==> src/lirs_pkg.sv <==
package lirs_pkg;

    localparam int SAMPLE_W = 16;
    localparam int STEP_W   = 20;
    localparam int PHASE_W  = 21;
    localparam int CFG_IDX_W = 2;

    localparam logic [PHASE_W-1:0] PHASE_ONE  = 21'h01_0000;
    localparam logic [STEP_W-1:0]  MIN_STEP   = 20'd1024;
    localparam logic [STEP_W-1:0]  STEP_RESET = 20'h1_0000;

    localparam int CMD_DEPTH_DEF = 2;
    localparam int OUT_DEPTH_DEF = 2;

    typedef enum logic [CFG_IDX_W-1:0] {
        CFG_PHASE_STEP     = 2'd0,
        CFG_LOWPASS_ENABLE = 2'd1,
        CFG_BYPASS_MODE    = 2'd2
    } t_cfg_idx;

    typedef enum logic {
        ST_IDLE = 1'b0,
        ST_RUN  = 1'b1
    } t_back_state;

    // classified item handed from front to back
    typedef struct packed {
        logic                bypass;
        logic [SAMPLE_W-1:0] value;
        logic                blk;
    } t_cmd;

    typedef struct packed {
        logic [SAMPLE_W-1:0] sample;
        logic                run_last;
        logic                blk;
    } t_res;

endpackage

==> src/lirs_fifo.sv <==
module lirs_fifo
    import lirs_pkg::*;
#(
    parameter int W     = 8,
    parameter int DEPTH = 2
) (
    input  logic         i_clk,
    input  logic         i_rst_n,
    input  logic         i_push,
    input  logic [W-1:0] i_data,
    output logic         o_full,
    input  logic         i_pop,
    output logic [W-1:0] o_data,
    output logic         o_empty
);

    localparam int PW = (DEPTH > 1) ? $clog2(DEPTH) : 1;
    localparam int CW = $clog2(DEPTH + 1);

    logic [W-1:0]  r_mem [DEPTH];
    logic [PW-1:0] r_wr, n_wr;
    logic [PW-1:0] r_rd, n_rd;
    logic [CW-1:0] r_cnt, n_cnt;
    logic          wr_en, rd_en;

    assign o_full  = (r_cnt == CW'(DEPTH));
    assign o_empty = (r_cnt == '0);
    assign o_data  = r_mem[r_rd];
    assign wr_en   = i_push && !o_full;
    assign rd_en   = i_pop && !o_empty;

    always_comb begin
        n_wr = r_wr;
        n_rd = r_rd;
        n_cnt = r_cnt;
        if (wr_en) begin
            n_wr = (r_wr == PW'(DEPTH - 1)) ? '0 : r_wr + 1'b1;
        end
        if (rd_en) begin
            n_rd = (r_rd == PW'(DEPTH - 1)) ? '0 : r_rd + 1'b1;
        end
        if (wr_en && !rd_en) begin
            n_cnt = r_cnt + 1'b1;
        end else if (rd_en && !wr_en) begin
            n_cnt = r_cnt - 1'b1;
        end
    end

    always_ff @(posedge i_clk) begin
        if (!i_rst_n) begin
            r_wr  <= '0;
            r_rd  <= '0;
            r_cnt <= '0;
        end else begin
            r_wr  <= n_wr;
            r_rd  <= n_rd;
            r_cnt <= n_cnt;
        end
    end

    always_ff @(posedge i_clk) begin
        if (wr_en) begin
            r_mem[r_wr] <= i_data;
        end
    end

endmodule

==> src/lirs_front.sv <==
module lirs_front
    import lirs_pkg::*;
(
    input  logic                i_clk,
    input  logic                i_rst_n,
    input  logic                i_accept,
    input  logic [SAMPLE_W-1:0] i_sample,
    input  logic                i_blk,
    input  logic                i_bypass,
    input  logic                i_lowpass,
    output t_cmd                o_cmd
);

    logic [SAMPLE_W-1:0] r_older_tap, n_older_tap;
    logic [SAMPLE_W-1:0] r_newer_tap, n_newer_tap;
    logic [SAMPLE_W+1:0] sum;
    logic [SAMPLE_W+1:0] sum_adj;
    logic [SAMPLE_W-1:0] filtered;

    // 1-2-1 sum, then divide by four rounding toward zero
    assign sum = {{2{r_older_tap[SAMPLE_W-1]}}, r_older_tap}
               + {r_newer_tap[SAMPLE_W-1], r_newer_tap, 1'b0}
               + {{2{i_sample[SAMPLE_W-1]}}, i_sample};
    assign sum_adj  = sum + (sum[SAMPLE_W+1] ? (SAMPLE_W+2)'(3) : '0);
    assign filtered = sum_adj[SAMPLE_W+1:2];

    always_comb begin
        o_cmd.bypass = i_bypass;
        o_cmd.blk    = i_blk;
        o_cmd.value  = (!i_bypass && i_lowpass) ? filtered : i_sample;
        n_older_tap  = r_older_tap;
        n_newer_tap  = r_newer_tap;
        // taps hold unless the prefilter is in use
        if (i_accept && !i_bypass && i_lowpass) begin
            n_older_tap = r_newer_tap;
            n_newer_tap = i_sample;
        end
    end

    always_ff @(posedge i_clk) begin
        if (!i_rst_n) begin
            r_older_tap <= '0;
            r_newer_tap <= '0;
        end else begin
            r_older_tap <= n_older_tap;
            r_newer_tap <= n_newer_tap;
        end
    end

endmodule

==> src/lirs_back.sv <==
module lirs_back
    import lirs_pkg::*;
(
    input  logic              i_clk,
    input  logic              i_rst_n,
    input  t_cmd              i_cmd,
    input  logic              i_cmd_empty,
    output logic              o_cmd_pop,
    input  logic [STEP_W-1:0] i_step,
    output t_res              o_res,
    output logic              o_push,
    input  logic              i_out_full
);

    t_back_state r_state, n_state;
    logic [PHASE_W-1:0]  r_phase, n_phase;
    logic [SAMPLE_W-1:0] r_prev, n_prev;
    logic [SAMPLE_W-1:0] r_cur, n_cur;
    logic                r_blk, n_blk;

    logic signed [SAMPLE_W:0]     delta;
    logic signed [SAMPLE_W:0]     frac;
    logic signed [2*SAMPLE_W+1:0] prod;
    logic [SAMPLE_W:0]            offs;
    logic [SAMPLE_W:0]            y_wide;
    logic [PHASE_W-1:0]           phase_adv;
    logic                         adv_last;
    logic                         phase_whole;

    assign delta  = $signed({r_cur[SAMPLE_W-1], r_cur}) - $signed({r_prev[SAMPLE_W-1], r_prev});
    assign frac   = $signed({1'b0, r_phase[SAMPLE_W-1:0]});
    assign prod   = delta * frac;
    // arithmetic shift by 16 floors; the offset never exceeds delta in size
    assign offs   = prod[2*SAMPLE_W:SAMPLE_W];
    assign y_wide = {r_prev[SAMPLE_W-1], r_prev} + offs;

    assign phase_adv   = r_phase + {1'b0, i_step};
    assign adv_last    = (phase_adv >= PHASE_ONE);
    assign phase_whole = (r_phase >= PHASE_ONE);

    always_comb begin
        n_state = r_state;
        unique case (r_state)
            ST_IDLE: begin
                if (!i_cmd_empty && !i_cmd.bypass && !phase_whole) begin
                    n_state = ST_RUN;
                end
            end
            ST_RUN: begin
                if (!i_out_full && adv_last) begin
                    n_state = ST_IDLE;
                end
            end
            default: n_state = ST_IDLE;
        endcase
    end

    always_comb begin
        o_cmd_pop = 1'b0;
        o_push    = 1'b0;
        o_res     = '{sample: y_wide[SAMPLE_W-1:0], run_last: adv_last,
                      blk: adv_last && r_blk};
        n_phase   = r_phase;
        n_prev    = r_prev;
        n_cur     = r_cur;
        n_blk     = r_blk;
        unique case (r_state)
            ST_IDLE: begin
                if (!i_cmd_empty) begin
                    if (i_cmd.bypass) begin
                        o_res = '{sample: i_cmd.value, run_last: 1'b1, blk: i_cmd.blk};
                        if (!i_out_full) begin
                            o_push    = 1'b1;
                            o_cmd_pop = 1'b1;
                        end
                    end else begin
                        o_cmd_pop = 1'b1;
                        n_cur     = i_cmd.value;
                        n_blk     = i_cmd.blk;
                        // empty run: drop one whole step of phase, no item out
                        if (phase_whole) begin
                            n_phase = r_phase - PHASE_ONE;
                            n_prev  = i_cmd.value;
                        end
                    end
                end
            end
            ST_RUN: begin
                if (!i_out_full) begin
                    o_push  = 1'b1;
                    n_phase = adv_last ? phase_adv - PHASE_ONE : phase_adv;
                    if (adv_last) begin
                        n_prev = r_cur;
                    end
                end
            end
            default: ;
        endcase
    end

    always_ff @(posedge i_clk) begin
        if (!i_rst_n) begin
            r_state <= ST_IDLE;
            r_phase <= '0;
            r_prev  <= '0;
        end else begin
            r_state <= n_state;
            r_phase <= n_phase;
            r_prev  <= n_prev;
        end
    end

    always_ff @(posedge i_clk) begin
        r_cur <= n_cur;
        r_blk <= n_blk;
    end

    a_run_phase_fraction: assert property (@(posedge i_clk) disable iff (!i_rst_n)
        r_state == ST_RUN |-> r_phase < PHASE_ONE)
        else $error("phase reached one inside a run");

    a_push_room: assert property (@(posedge i_clk) disable iff (!i_rst_n)
        o_push |-> !i_out_full)
        else $error("result pushed into a full queue");

    a_pop_nonempty: assert property (@(posedge i_clk) disable iff (!i_rst_n)
        o_cmd_pop |-> !i_cmd_empty)
        else $error("command popped from an empty queue");

    a_run_end_prev: assert property (@(posedge i_clk) disable iff (!i_rst_n)
        (r_state == ST_RUN && o_push && adv_last) |=> (r_state == ST_IDLE && r_prev == $past(r_cur)))
        else $error("run end did not advance previous value");

endmodule

==> src/linear_interp_pcm_resampler.sv <==
// Linear-interpolation PCM resampler.
// Input side is a queue write port: present i_sample_in and i_block_end with
// push; the item is taken on a clock edge where push is high and full is low.
// Results leave through a queue read port: while empty is low the oldest
// result sits on o_sample_out, o_run_last and o_block_end_out; pop takes it.
// Configuration (phase step, prefilter enable, bypass) is written through
// i_cfg_we / i_cfg_addr / i_cfg_wdata and should change only while idle.
// A taken item is registered in the command queue; the back end takes it
// from there into its run state, from which its first result is written to
// the result queue; a bypassed item goes straight on to the result queue.
// Throughput: the back end emits one result per cycle while the result
// queue has room; an item that yields N results occupies it for those
// results plus taking it from the command queue (only that when it yields
// none or when bypassed), so up to 64 results at the smallest step. The
// interpolation unit in the back end is the bottleneck.
// When the receiver stalls, the result queue fills, the back end holds, the
// command queue fills and full rises; nothing is dropped.
// Reset clears both queues, the prefilter taps, phase and previous value,
// and loads phase step 1.0, prefilter off, bypass on.
module linear_interp_pcm_resampler
    import lirs_pkg::*;
#(
    parameter int CMD_DEPTH = CMD_DEPTH_DEF,
    parameter int OUT_DEPTH = OUT_DEPTH_DEF
) (
    input  logic                 i_clk,
    input  logic                 i_rst_n,
    input  logic                 push,
    output logic                 full,
    input  logic [SAMPLE_W-1:0]  i_sample_in,
    input  logic                 i_block_end,
    output logic                 empty,
    input  logic                 pop,
    output logic [SAMPLE_W-1:0]  o_sample_out,
    output logic                 o_run_last,
    output logic                 o_block_end_out,
    input  logic                 i_cfg_we,
    input  logic [CFG_IDX_W-1:0] i_cfg_addr,
    input  logic [STEP_W-1:0]    i_cfg_wdata
);

    logic [STEP_W-1:0] r_phase_step;
    logic              r_lowpass_enable;
    logic              r_bypass_mode;
    logic [STEP_W-1:0] step;

    logic accept;
    t_cmd front_cmd;
    t_cmd back_cmd;
    logic cmd_empty;
    logic cmd_pop;
    t_res back_res;
    t_res out_res;
    logic res_push;
    logic res_full;

    always_ff @(posedge i_clk) begin
        if (!i_rst_n) begin
            r_phase_step     <= STEP_RESET;
            r_lowpass_enable <= 1'b0;
            r_bypass_mode    <= 1'b1;
        end else if (i_cfg_we) begin
            unique case (t_cfg_idx'(i_cfg_addr))
                CFG_PHASE_STEP:     r_phase_step     <= i_cfg_wdata;
                CFG_LOWPASS_ENABLE: r_lowpass_enable <= i_cfg_wdata[0];
                CFG_BYPASS_MODE:    r_bypass_mode    <= i_cfg_wdata[0];
                default: ;
            endcase
        end
    end

    // clamp small steps so a run never exceeds 64 results
    assign step   = (r_phase_step < MIN_STEP) ? MIN_STEP : r_phase_step;
    assign accept = push && !full;

    lirs_front u_front (
        .i_clk     (i_clk),
        .i_rst_n   (i_rst_n),
        .i_accept  (accept),
        .i_sample  (i_sample_in),
        .i_blk     (i_block_end),
        .i_bypass  (r_bypass_mode),
        .i_lowpass (r_lowpass_enable),
        .o_cmd     (front_cmd)
    );

    lirs_fifo #(
        .W     ($bits(t_cmd)),
        .DEPTH (CMD_DEPTH)
    ) u_cmd_q (
        .i_clk   (i_clk),
        .i_rst_n (i_rst_n),
        .i_push  (accept),
        .i_data  (front_cmd),
        .o_full  (full),
        .i_pop   (cmd_pop),
        .o_data  (back_cmd),
        .o_empty (cmd_empty)
    );

    lirs_back u_back (
        .i_clk       (i_clk),
        .i_rst_n     (i_rst_n),
        .i_cmd       (back_cmd),
        .i_cmd_empty (cmd_empty),
        .o_cmd_pop   (cmd_pop),
        .i_step      (step),
        .o_res       (back_res),
        .o_push      (res_push),
        .i_out_full  (res_full)
    );

    lirs_fifo #(
        .W     ($bits(t_res)),
        .DEPTH (OUT_DEPTH)
    ) u_res_q (
        .i_clk   (i_clk),
        .i_rst_n (i_rst_n),
        .i_push  (res_push),
        .i_data  (back_res),
        .o_full  (res_full),
        .i_pop   (pop),
        .o_data  (out_res),
        .o_empty (empty)
    );

    assign o_sample_out    = out_res.sample;
    assign o_run_last      = out_res.run_last;
    assign o_block_end_out = out_res.blk;

endmodule
==> config.mk <==
export PLATFORM = sky130hd
export DESIGN_NAME = linear_interp_pcm_resampler
export DESIGN_NICKNAME = d
export VERILOG_FILES = /design/src/lirs_pkg.sv /design/src/lirs_fifo.sv /design/src/lirs_front.sv /design/src/lirs_back.sv /design/src/linear_interp_pcm_resampler.sv
export SDC_FILE = /design/constraint.sdc
export NUM_CORES = 1
export LEC_CHECK = 0
export BUFFER_PORTS_ARGS = -buffer_cell sky130_fd_sc_hd__buf_2
export CAP_MARGIN = 10
export CORE_ASPECT_RATIO = 1.2
export CORE_MARGIN = 1
export CORE_UTILIZATION = 25
export DETAILED_ROUTE_END_ITERATION = 8
export PLACE_DENSITY = 0.36
export SLEW_MARGIN = 40
export SYNTH_ARGS = -nofsm -noshare
export SYNTH_HDL_FRONTEND = slang
export SYNTH_SLANG_ARGS = --single-unit
==> constraint.sdc <==
create_clock -name i_clk -period 12.08 [get_ports i_clk]
set_input_delay 2.416 -clock i_clk [delete_from_list [all_inputs] [get_ports i_clk]]
set_output_delay 2.416 -clock i_clk [all_outputs]
set_load 0.02 [all_outputs]
==> metrics.yaml <==
placement:
  port_buffers: 63
  dp_hpwl_mm: 52.2
  placed_area_um2: 23800
  pre_cts_ws_ps: 1430
  gp_congestion: 0.801
setup_path:
  endpoint_kind: "flop"
  cp_data_arrival_time_ps: 10890
  cp_max_fo: 16
  path_common_cell: "fa_1"
  required_ps: 12350
  startpoint_type: "flop"
  critPathSlowestCell: "fa_1"
  worstSetupPathType: "flop to flop"
  slowest_delay_ps: 560
floorplanning:
  die_y_um: 328
  start_util_pct: 25.2
  pin_count: 64
  core_um2: 87700
  fp-row-count: 119
  die_w_um: 273
  dieArea_um2: 89600
clock_network:
  cts_hold_buf: 0
  post_cts_buffers: 0
  clk_path_buf_depth: 2
  cts_buffers: 17
  htree_levels: 4
  cts_resized: 0
  clkLatencyLatePin_ps: 480
  root_buffer: "clkbuf_16"
  cts.sinks: 191
  cts_tree: "built"
  clkTransAtPathRegs_ps: 80
timing:
  fin_crit_sh_pct: 87.9
  rsz0062_at_grt: "false"
  finalSetupViolations: 0
  fmax_mhz: 94.2
  fin_setup_tns_ps: 0
  slew_headroom_pct: 46.0
  fin_ws_ps: 1460
  maxSlewViolCount: 0
  tightestPinTransition_ps: 808
  period_minus_slack_ps: 10620
  fin_worst_skew_ps: 23.2
  final-hold-violation-count: 0
cells_and_area:
  antenna_cells: 0
  multi_input_area_um2: 15600
  drive_gt1_share_pct: 8.73
  syn2layout_area_growth_pct: 10.4
  nNetsFinal: 2916
  final_area_um2: 24400
  seq_area_um2: 4720
  nFillCells: 9382
  final_cell_mix: "inv_1 (371), nand2_1 (356), fa_1 (285)"
  final_common_cell: "inv_1"
synthesis:
  avgSynthCellArea_um2: 9.14
  synth_top_flop_cell: "dfxtp_1"
  synthCells: 2418
  yosysSeqAreaShare_pct: 21.3
  synth_seq_cells: 191
  synth_async_sr_flop_share_pct: 0
  synth_edf_count: 89
  synth.cell_area_um2: 22100
  synthDistinctLibCells: 88
  synth_nets: 2906
  yosysWarnings: 0
min_path:
  min_path_type: "flop to flop"
global_route:
  antenna_found_initial: 1
  gr-usage-all-layers_pct: 15.0
  first_global_vias: 17600
  grt_overflow: 0
  grt_max_degree: 102
  grt_pass1_wl_mm: 102
route:
  drt-wirelength-per-cell_um: 18.0
  drt_iter0_drc: 541
  dr_total_vias: 16200
  drc: 0
  vias_per_cell: 4.51
  drtAntennaViolNets: 0
  wirelength_mm: 64.8
  drt-pass1-iter-count: 4
run_status:
  status: "completed"
pwr:
  ir_drop_v: 0.000113
  power_mw: 3.48
  cellPowerDensity_nw_per_um2: 143
  power.leakage_nw: 11.2
run:
  cap_viol_max_count: 0
[path summary, 6_finish.rpt]
kind / from / end / slack, ps / cells past startpoint
hold / removal: r_phase_step[6]$_SDFFE_PN0P_ / r_phase_step[6]$_SDFFE_PN0P_ / 470 / 2
setup reg to reg: u_back.r_prev[1]$_SDFFE_PN0P_ / u_res_q.r_mem[0][17]$_DFFE_PP_ / 1460 / 40
hold reg to reg: r_phase_step[6]$_SDFFE_PN0P_ / r_phase_step[6]$_SDFFE_PN0P_ / 470 / 2
setup / recovery: u_back.r_prev[1]$_SDFFE_PN0P_ / u_res_q.r_mem[0][17]$_DFFE_PP_ / 1460 / 40
[registers in the layout, indices dropped and copies added (netlist names), 16 cells and up, named ones only]
register / flops
r_phase_step: 20
u_back.r_cur: 16
u_back.r_phase: 21
u_back.r_prev: 16
u_cmd_q.r_mem: 36
u_front.r_newer_tap: 16
u_front.r_older_tap: 16
u_res_q.r_mem: 36
[logic make-up after synthesis]
group | count (synthesis) | synth area share [%]
fa+ha+maj | 444 | 34.8
mux | 61 | 2.90
simple gates | 784 | 17.3
xor+xnor | 85 | 3.37
compound gates | 371 | 12.0
buf+inv | 482 | 8.30
flops | 191 | 21.3
[layout make-up]
| class | instances | area share, % |
|---|---|---|
| Sequential cell | 191 | 19.3 |
| Timing Repair Buffer | 101 | 2.49 |
| Clock buffer | 18 | 1.76 |
| Clock inverter | 14 | 0.682 |
| Multi-Input combinational cell | 1745 | 64.1 |
| Tap cell | 1149 | 5.89 |
| Inverter | 372 | 5.73 |
[power by group]
group	total (mW)	internal [mW]	switching [mW]
Clock	0.589	0.297	0.292
Combinational	2.00	0.683	1.31
Sequential	0.897	0.838	0.0591
[routing by layer]
metal	global-route usage [%]	wire length [um]
met1	17.5	27100
met2	28.5	34800
met3	1.51	1340
met4	4.32	1520
met5	0	0
[worst max-delay path: cells and delay by family, from the launching register on]
family,cells,cell delay [ps]
flip-flops,1,470
AND/OR/NAND/NOR,8,1270
XOR/XNOR,1,200
buffers and inverters,6,530
adder cells (fa/ha/maj),9,4060
AO/OA/AOI/OAI,16,3860
[per-stage QoR]
stage	utilization, %	instances	hold slack [ps]
final	27.8	3590	469
after global routing	27.8	3590	498
after detailed placement	27.1	3558	464
after floorplan	-	2418	439
after global placement	27.1	3558	460
after CTS	27.8	3590	475
[cells in the mapped netlist, types with 11 or more instances]
cell      count  area (um^2)
dfxtp_1     102         2040
edfxtp_1     89         2670
nor2_1       85          319
xor2_1       24          210
nand2b_1     28          175
and2_1      142          888
nand3_1      22          110
nand2_1     356         1340
a21o_1       25          188
a211oi_1     14          105
nand4_1      11         68.8
o21ai_0      64          320
a21boi_0     59          443
mux2_2       24          270
nor3_1       27          135
ha_1        159         1990
a21oi_1      58          290
inv_1       371         1390
o21a_1       22          165
fa_1        285         5710
or3_1        11         68.8
xnor2_1      61          534
clkbuf_1    102          383
mux2i_1      37          370
nor2b_1      34          213
and3_1       12         75.1
o211ai_1     27          203
Power figures use the tool's default switching activity.
